**src/sv/wicp_pkg.sv**
```systemverilog
// Package for the channel width parser: width codes, kinds, element ids, record type.
// No dependencies.
package wicp_pkg;
  localparam int WIDE_CHANNELS_DEF = 8;
  localparam int HT_SLOTS_DEF = 2;
  localparam int CAPTURE = 13;

  localparam logic [2:0] W20 = 3'd0;
  localparam logic [2:0] W40P = 3'd1;
  localparam logic [2:0] W40M = 3'd2;
  localparam logic [2:0] W40 = 3'd3;
  localparam logic [2:0] W80 = 3'd4;
  localparam logic [2:0] W160 = 3'd5;
  localparam logic [2:0] W8080 = 3'd6;
  localparam logic [2:0] WUNSET = 3'd7;

  localparam logic [1:0] KIND_LOAD = 2'd0;
  localparam logic [1:0] KIND_HT = 2'd1;
  localparam logic [1:0] KIND_VHT = 2'd2;
  localparam logic [1:0] KIND_HE = 2'd3;

  localparam logic [7:0] ID_LOAD = 8'd11;
  localparam logic [7:0] ID_HT = 8'd61;
  localparam logic [7:0] ID_VHT = 8'd192;
  localparam logic [7:0] ID_EXT = 8'd255;
  localparam logic [7:0] EXT_HE = 8'd36;

  typedef struct packed {
    logic [1:0]  record_kind;
    logic [2:0]  width_code;
    logic [7:0]  channel_number;
    logic [15:0] sta_count;
    logic [7:0]  chan_util;
    logic [15:0] avail_capacity;
    logic        last_record;
  } rec_t;

  typedef struct packed {
    logic [7:0] ie_byte;
    logic       last_byte;
  } in_t;

  // controller -> datapath
  typedef struct packed {
    logic take;    // consume the input byte
    logic advance; // step report cursor
  } cmd_t;

  // datapath -> controller
  typedef struct packed {
    logic rec_valid; // current cursor points at a record
    logic rec_last;  // current record is the final one
  } sts_t;
endpackage

```
**src/sv/wicp_ctrl.sv**
```systemverilog
// Controller: sequences byte intake and the end-of-beacon report.
// Depends on wicp_pkg.
module wicp_ctrl (
  input  logic           clk,
  input  logic           rst,
  input  logic           in_valid,
  output logic           in_ready,
  input  logic           in_last,
  output logic           out_valid,
  input  logic           out_ready,
  input  wicp_pkg::sts_t sts,
  output wicp_pkg::cmd_t cmd
);
  import wicp_pkg::*;
  typedef enum logic [1:0] { S_WALK = 2'b01, S_REPORT = 2'b10 } state_t;
  state_t state, state_next;

  always_comb begin
    state_next = state;
    cmd = '0;
    in_ready = (state == S_WALK);
    out_valid = (state == S_REPORT) && sts.rec_valid;
    case (state)
      S_WALK: begin
        cmd.take = in_valid;
        if (in_valid && in_last) state_next = S_REPORT;
      end
      S_REPORT: begin
        cmd.advance = out_ready;
        if (out_ready && sts.rec_last) state_next = S_WALK;
      end
      default: state_next = S_WALK;
    endcase
  end

  always_ff @(posedge clk) begin
    if (rst) state <= S_WALK;
    else state <= state_next;
  end

  assert property (@(posedge clk) disable iff (rst) !(in_ready && out_valid))
    else $error("intake and report overlap");
  assert property (@(posedge clk) disable iff (rst)
    (out_valid && out_ready && sts.rec_last) |=> in_ready)
    else $error("no return to intake");
  assert property (@(posedge clk) disable iff (rst) $onehot(state))
    else $error("state not one-hot");
endmodule

```
**config.mk**
```make
export PLATFORM = sky130hd
export DESIGN_NAME = wicp_ctrl
export DESIGN_NICKNAME = d
export VERILOG_FILES = /design/src/sv/wicp_pkg.sv /design/src/sv/wicp_ctrl.sv
export SDC_FILE = /design/constraint.sdc
export NUM_CORES = 1
export LEC_CHECK = 0
export BUFFER_PORTS_ARGS = -buffer_cell sky130_fd_sc_hd__clkbuf_2
export CAP_MARGIN = 20
export CORE_AREA = 2 2 39 41
export DETAILED_ROUTE_END_ITERATION = 8
export DIE_AREA = 0 0 41 43
export GPL_ROUTABILITY_DRIVEN = 0
export PLACE_DENSITY = 0.31
export SYNTH_ARGS = -nofsm -noshare
export SYNTH_HDL_FRONTEND = slang
export SYNTH_SLANG_ARGS = --single-unit
```
**constraint.sdc**
```tcl
create_clock -name clk -period 0.95 [get_ports clk]
set_input_delay 0.0475 -clock clk [delete_from_list [all_inputs] [get_ports clk]]
set_output_delay 0.0475 -clock clk [all_outputs]
set_load 0.005 [all_outputs]
```
# After elaboration in Yosys (flattened, before gate mapping)
# Cells that the tools add are included.
# totals
reg_bits,2
in_bits,7
output_inout_bits,4
# classes
eq_ne,4
mux,5
n_reduce_logical,4
# ops
operator,count
$mux W2,2
$ne A2 B1 Y1 const B,2
$pmux W2 S2,1
$logic_and A1 B1 Y1,3
$eq A2 B1 Y1 const B,1
$eq A2 B2 Y1 const B,1
$mux W1,2
$reduce_and A2 Y1,1

# Longest topological paths before layout
# Gate-level depths: netlist of the first run.
# logic_depth
word_depth,3
ltp_mapped,3
ltp_nobuf,3

# Worst setup path after synthesis of the first run
# OpenSTA, ideal clock, no wires.
# synth_path
path_kind,register to register
start,register state[0]
end,register state[0]
arrival_time_ns,0.697
required_time_ns,0.836
path_slack_ns,0.139
stages_incl_launch_ff,4
path_buffers,0
path_cell_list,dfxtp_1 > nor2b_4 > nand3_2 > a21o_1
# synth_via
elab_chain_len,3
# synth_rtl
element,line_no,text
start: declaration,wicp_ctrl.sv:16,"state_t state, state_next;"
start signal: assignment,wicp_ctrl.sv:38,else state <= state_next;
$eq A2 B1 Y1 *,-,
named net in_ready,wicp_ctrl.sv:7,"output logic in_ready,"
$ne A2 B1 Y1 (no source line),-,
$reduce_and A2 Y1 (no source line),-,
# Mark *: on every way through the listed nets, which the timed path passes. The rest lies on a longest branch.
# A chain may end at the register's enable or synchronous reset.

==> results.py, run 1 <==
metrics = {
    "clock_network": {
        "cts_buffers": 3,
        "clock-sinks": 2,
        "cts-htree-levels": 1,
        "root_buffer": "clkbuf_4",
        "clk_path_buf_depth": 2,
        "clock_latency_ns": 0.22,
        "cts_tree": "yes",
        "cts.clk_slew.worst_paths_ns": 0.03,
    },
    "outcome": {
        "violations": "setup timing",
        "status": "finished, violations left",
    },
    "min_path": {
        "hold_end": "state[1]$_SDFFE_PP0P_",
        "holdCritPathClass": "in2reg",
        "min_path_cells": 3,
        "min-delay-start": "in_valid",
    },
    "critical_path": {
        "start_kind": "flop",
        "rrSetupSlack_ns": 0.02,
        "worst_ep_arrival_time_ns": 0.98,
        "cpMaxStageDelayCell": "dfxtp_2",
        "critPathBufInv": 1,
        "crit_chain": "and2b_2 > and2_4 > clkbuf_2",
        "r2r_cells": 4,
        "r2r_end": "state[0]$_SDFFE_PP1P_",
        "cpLargestDelayFamily": "simple AND/OR/NAND/NOR gates",
        "worst_r2r_startpoint": "state[0]$_SDFFE_PP1P_",
        "worstPathMaxFanout": 3,
        "endpoint_kind": "primary output",
        "cp_slowest_stage_delay_ns": 0.31,
        "path_class": "reg2out",
        "critPathRequiredTime_ns": 0.90,
    },
    "place": {
        "numPortBuffers": 10,
        "dpl_worst_slack_ns": 0.0803,
    },
    "flow_run": {
        "cap_violations": 0,
    },
    "sta": {
        "min_period_ns": 1.03,
        "drv_slew": 0,
        "setup_viol": 3,
        "max_freq_ghz": 0.971,
        "worst_pin_slew_ns": 0.0966,
        "fin_crit_sh": 1.08,
        "grt_setup_unrepaired": "true",
        "hold_viol": 0,
        "finClkSkew_ns": 0.00220,
        "slew_headroom": 0.935,
        "fin_ws_ns": -0.0797,
    },
    "finish": {
        "top_regs": "state x2",
        "area_growth_pct": 115,
        "final_nets": 37,
        "largest_reg_flops": 2,
        "utilization": 0.181,
        "nFillCells": 160,
        "drive_above_1_share": 0.821,
        "multiInputGateArea_um2": 86.3,
        "antenna_cells": 0,
        "seqCellArea_um2": 42.5,
        "regMostFlops": "state",
    },
    "pwr": {
        "power.total_w": 0.000333,
        "leakage_nw": 0.129,
        "vdd_ir_drop_max_uv": 299,
        "powerDensity_nw_per_um2": 1330,
    },
    "logic_synthesis": {
        "synthDistinctLibCells": 10,
        "ys_warn_count": 0,
        "syn_nets": 19,
        "syn_area_per_cell_um2": 9.70,
        "synth_area_um2": 116,
        "netlist_instances": 12,
        "synth-seq-cells": 2,
        "ys_seq_area_frac": 0.344,
    },
    "floorplanning": {
        "coreArea_um2": 1380,
        "dieArea_um2": 1760,
        "rows": 14,
        "die_w_um": 41,
        "io_pins": 11,
        "dieHeight_um": 43,
        "initial_utilization": 0.0841,
    },
    "global_routing": {
        "grt_first_pass_wirelength_um": 524,
        "antenna_found_initial": 0,
        "grt_usage": 0.0511,
        "grt_max_degree": 4,
        "gr-total-overflow": 0,
        "first_global_vias": 170,
    },
    "routing": {
        "drc": 0,
        "ant_nets": 0,
        "viasPerCell": 3.39,
        "drtPass1Iterations": 2,
        "drtIter0Drc": 1,
        "via_count": 149,
        "totalWireLength_um": 343,
        "wl_per_cell_um": 7.80,
    },
}
## logic make-up after synthesis
kind of cell,after synthesis,synth area share
AND/OR/NAND/NOR,8,0.548
flip-flops,2,0.344
AO/OA/AOI/OAI,2,0.108
## cells in the mapped netlist
cell type	instances	area share
and2_1	1	0.054
nand2_2	1	0.054
a21oi_1	1	0.043
and2b_2	1	0.075
nand3_2	1	0.086
a21o_1	1	0.065
dfxtp_1	2	0.34
nor2b_4	1	0.12
and2_2	2	0.13
nand2_1	1	0.032
## layout by cell type, fill, tap and decap left out
master / instances
buf_4: 1
clkbuf_4: 3
nand3_4: 1
nand2_2: 1
nor2b_4: 1
clkbuf_2: 10
dfxtp_2: 2
nand2_1: 1
and2b_2: 1
dlygate4sd3_1: 1
a21o_1: 1
and2_1: 1
and2_4: 2
buf_6: 1
a21oi_1: 1
## what timing repair did
action                     CTS  global route
hold endpoints to repair     1             0
pin swaps                    3             2
setup endpoints to repair    3             4
setup buffers                1             1
hold buffers                 1             0
gates resized for setup      3             3
## final cells by class
cell class              instances  share of cell area
multi-input cells              10               0.345
repair buffers                 13               0.315
flip-flops and latches          2               0.170
clock buffers                   3              0.0900
well taps                      16              0.0800
## routing by layer
metal	wire length (um)	track usage	share of wire
met1	136	0.0414	0.40
met5	0	0	0
met4	0	0.0600	0
met2	154	0.0719	0.45
met3	52	0.0314	0.15
## power by group
| part | internal (W) | switching, W | leakage (nW) | total (W) |
|---|---|---|---|---|
| clock network | 0.000139 | 0.0000466 | 0.0138 | 0.000186 |
| logic | 0.0000344 | 0.0000213 | 0.0984 | 0.0000557 |
| registers | 0.0000893 | 0.00000257 | 0.0164 | 0.0000919 |
| total | 0.000263 | 0.0000704 | 0.129 | 0.000333 |
## how the worst max path moves through the flow
stage	from	to	slack, ns	cells after the start
after floorplan	state[0]$_SDFFE_PP1P_	state[0]$_SDFFE_PP1P_	0.14	3
after global placement	state[0]$_SDFFE_PP1P_	cmd[0]	0.09	3
after detailed placement	state[0]$_SDFFE_PP1P_	cmd[0]	0.08	3
after CTS	state[0]$_SDFFE_PP1P_	cmd[0]	-0.09	3
after global routing	state[0]$_SDFFE_PP1P_	out_valid	-0.13	3
final	state[0]$_SDFFE_PP1P_	cmd[0]	-0.08	3
## per-stage QoR
step | area, um2 | cells | hold WS [ns] | setup TNS, ns
after floorplan | 116 | 12 | 0.117 | 0
after global placement | 186 | 38 | 0.225 | 0
after detailed placement | 186 | 38 | 0.226 | 0
after CTS | 230 | 43 | 0.0727 | -0.216
after global routing | 250 | 44 | 0.113 | -0.368
final | 250 | 44 | 0.104 | -0.175
## worst min-delay path, stage by stage
cell and delay [ns]:
clkbuf_2 0.11, nand3_4 0.07, a21oi_1 0.05
(Power assumes the default switching activity.)
==> run 2, diff against run 1 <==
--- a/config.mk
+++ b/config.mk
@@ -7,2 +7,3 @@
 export LEC_CHECK = 0
+export ABC_AREA = 1
 export BUFFER_PORTS_ARGS = -buffer_cell sky130_fd_sc_hd__clkbuf_2
--- a/constraint.sdc
+++ b/constraint.sdc
@@ -3,2 +3,2 @@
 set_output_delay 0.0475 -clock clk [all_outputs]
-set_load 0.005 [all_outputs]
+set_load 0.01 [all_outputs]
==> run 2 against run 1 <==
  * The flow now finishes without violations
  * Combinational power is 9.0% lower
  * Non-clock buffer count shrank 2
  * Cell count up 11%
  * Worst hold slack better by 0.047 ns
  * Maximum frequency up 12%
  * Register-to-register slack better by 0.15 ns
  * Sequential power up 2%
  * Sequential share of layout area rose by 1.2 points
  * Synthesized cell count is 58% higher
  * Area after synthesis increased by 2.2%
  * Critical path type unchanged
  * Flip-flop and latch count unchanged
==> results.py, run 2 <==
metrics = {
    "routing": {
        "drtPass1Iterations": 4,
        "ant_nets": 0,
        "totalWireLength_um": 309,
        "routed-wl-met3_um": 55,
        "viasPerCell": 3.12,
        "via_count": 153,
        "drc": 0,
        "wl_per_cell_um": 6.31,
        "wl_met1_um": 145,
        "top_layer_used": "met3",
        "dr_wl_met2_um": 108,
        "drtIter0Drc": 1,
    },
    "clock_network": {
        "clock_latency_ns": 0.22,
        "cts.clk_slew.worst_paths_ns": 0.03,
        "clk_path_buf_depth": 2,
        "root_buffer": "clkbuf_4",
        "clock-sinks": 2,
        "cts_tree": "yes",
        "cts-htree-levels": 1,
        "cts_buffers": 3,
        "post_cts_buffers": 0,
    },
    "finish": {
        "antenna_cells": 0,
        "area_growth_pct": 96.8,
        "top_regs": "state x2",
        "largest_reg_flops": 2,
        "seqCellArea_um2": 42.5,
        "final_common_cell": "clkbuf_2",
        "multiInputGateArea_um2": 67.6,
        "layout_common_cells": "7 x clkbuf_2, 4 x inv_1, 4 x nand2_1",
        "regMostFlops": "state",
        "nFillCells": 160,
        "final_nets": 42,
        "stdcell_area_um2": 234,
        "drive_above_1_share": 0.636,
    },
    "sta": {
        "max_freq_ghz": 1.09,
        "min_period_ns": 0.919,
        "slew_headroom": 0.917,
        "grt_setup_unrepaired": "true",
        "hold_viol": 0,
        "worst_pin_slew_ns": 0.124,
        "fin_crit_sh": 0.968,
        "drv_slew": 0,
        "finClkSkew_ns": 0.000496,
        "setup_viol": 0,
        "fin_hold_ws_ns": 0.151,
    },
    "floorplanning": {
        "coreArea_um2": 1380,
        "dieArea_um2": 1760,
        "initial_utilization": 0.0859,
        "rows": 14,
        "io_pins": 11,
        "die_w_um": 41,
        "dieHeight_um": 43,
    },
    "critical_path": {
        "path_class": "reg2out",
        "worst_r2r_startpoint": "state[0]$_SDFFE_PP1P_",
        "critPathLaunch": "state[0]$_SDFFE_PP1P_",
        "start_kind": "flop",
        "critPathRequiredTime_ns": 0.90,
        "worst_ep_arrival_time_ns": 0.87,
        "r2r_cells": 5,
        "rrSetupSlack_ns": 0.17,
        "worstPathMaxFanout": 4,
        "cp_slowest_stage_delay_ns": 0.33,
        "cpLargestDelayFamily": "flip-flops",
        "endpoint_kind": "primary output",
        "cpMaxStageDelayCell": "dfxtp_2",
        "crit_end": "cmd[1]",
        "r2r_end": "state[0]$_SDFFE_PP1P_",
        "path_depth": 3,
        "crit_chain": "inv_4 > nor3b_2 > buf_2",
        "critPathBufInv": 2,
    },
    "logic_synthesis": {
        "netlist_instances": 19,
        "synth_edf_count": 0,
        "async_flop_share": 0,
        "syn_area_per_cell_um2": 6.26,
        "synth.most_common_cell": "nand2_1",
        "ys_seq_area_frac": 0.337,
        "synth_area_um2": 119,
        "synthTopCellsByArea": "dfxtp_1 34%, nand2_1 16%, inv_1 13%",
        "synth-seq-cells": 2,
        "synthFlopType": "dfxtp_1",
        "yosysTopAreaCellShare": 0.337,
        "syn_nets": 26,
        "synthDistinctLibCells": 10,
        "ys_warn_count": 0,
        "yosysTopAreaCell": "dfxtp_1",
        "yosys-top-cells-count": "5 x nand2_1, 4 x inv_1, 2 x dfxtp_1, 2 x nor2_1",
    },
    "pwr": {
        "vdd_ir_drop_max_uv": 325,
        "powerDensity_nw_per_um2": 1410,
        "leakage_nw": 0.137,
    },
    "global_routing": {
        "grt_first_pass_wirelength_um": 420,
        "gr-total-overflow": 0,
        "grt_max_degree": 5,
        "grt_usage": 0.0420,
        "first_global_vias": 134,
        "antenna_found_initial": 0,
    },
    "outcome": {
        "status": "finished clean",
    },
    "flow_run": {
        "cap_violations": 0,
    },
    "min_path": {
        "holdCritPathClass": "in2reg",
    },
    "place": {
        "numPortBuffers": 10,
        "post_dp_cell_area_um2": 189,
        "hpwl_um": 256,
    },
}
run 2: cell types whose count changed after synthesis, moves of 2 or more:
cell     previous run  this run
nand2_1             1         5
nor2_1              0         2
and2_2              2         0
inv_1               0         4
run 2: report_power, final:
part           leakage [nW]  switching [W]  internal, W
Clock                0.0138      0.0000461     0.000139
Sequential           0.0164     0.00000418    0.0000894
Combinational         0.107      0.0000244    0.0000262
run 2: timing repair:
item	CTS	global route
hold endpoints to repair	1	0
hold buffers	1	0
gates cloned	0	0
setup endpoints to repair	3	3
pin swaps	1	1
gates resized for setup	5	3
run 2: area by class of cell:
class / count / share of cell area
tap: 16 / 0.0856
timing repair buffer: 11 / 0.257
multi-input combinational: 12 / 0.289
clock buffer: 3 / 0.0963
sequential: 2 / 0.182
inverter: 5 / 0.0909
run 2: per-layer routing:
metal	GRT usage	up-vias
li1	-	83
met1	0.0414	57
met2	0.0438	13
met3	0.0157	0
met4	0.0800	0
met5	0	-
run 2: worst min path at each step:
| stage | startpoint | end | slack, ns | depth (start not counted) |
|---|---|---|---|---|
| floorplan | rst | state[1]$_SDFFE_PP0P_ | 0.11 | 1 |
| global placement | rst | state[1]$_SDFFE_PP0P_ | 0.23 | 2 |
| detailed placement | rst | state[1]$_SDFFE_PP0P_ | 0.23 | 2 |
| CTS | sts[0] | state[1]$_SDFFE_PP0P_ | 0.14 | 4 |
| global route | in_last | state[1]$_SDFFE_PP0P_ | 0.17 | 5 |
| finish | in_last | state[1]$_SDFFE_PP0P_ | 0.15 | 5 |
run 2: worst register-to-register path: stages, from the launching register on:
cell and delay, ns:
dfxtp_2 0.33, inv_4 0.05, nor2_2 0.11, nand2_2 0.08, nand2_1 0.06, nand2_1 0.04
run 2: kinds of logic after synthesis:
| kind of cell | Yosys count | synth area share |
|---|---|---|
| flops | 2 | 0.337 |
| simple gates | 11 | 0.432 |
| buf+inv | 5 | 0.158 |
| compound gates | 1 | 0.0737 |
run 2: metrics by stage:
stage	instances	setup TNS, ns	total power (W)	setup slack, ns	util
floorplan	19	0	0.000115	0.170	-
finish	49	0	0.000329	0.0305	0.169
global route	49	-0.0561	0.000351	-0.0318	0.169
detailed placement	45	0	0.000139	0.179	0.137
CTS	49	-0.00363	0.000346	-0.00279	0.169
global placement	45	0	0.000139	0.179	0.137
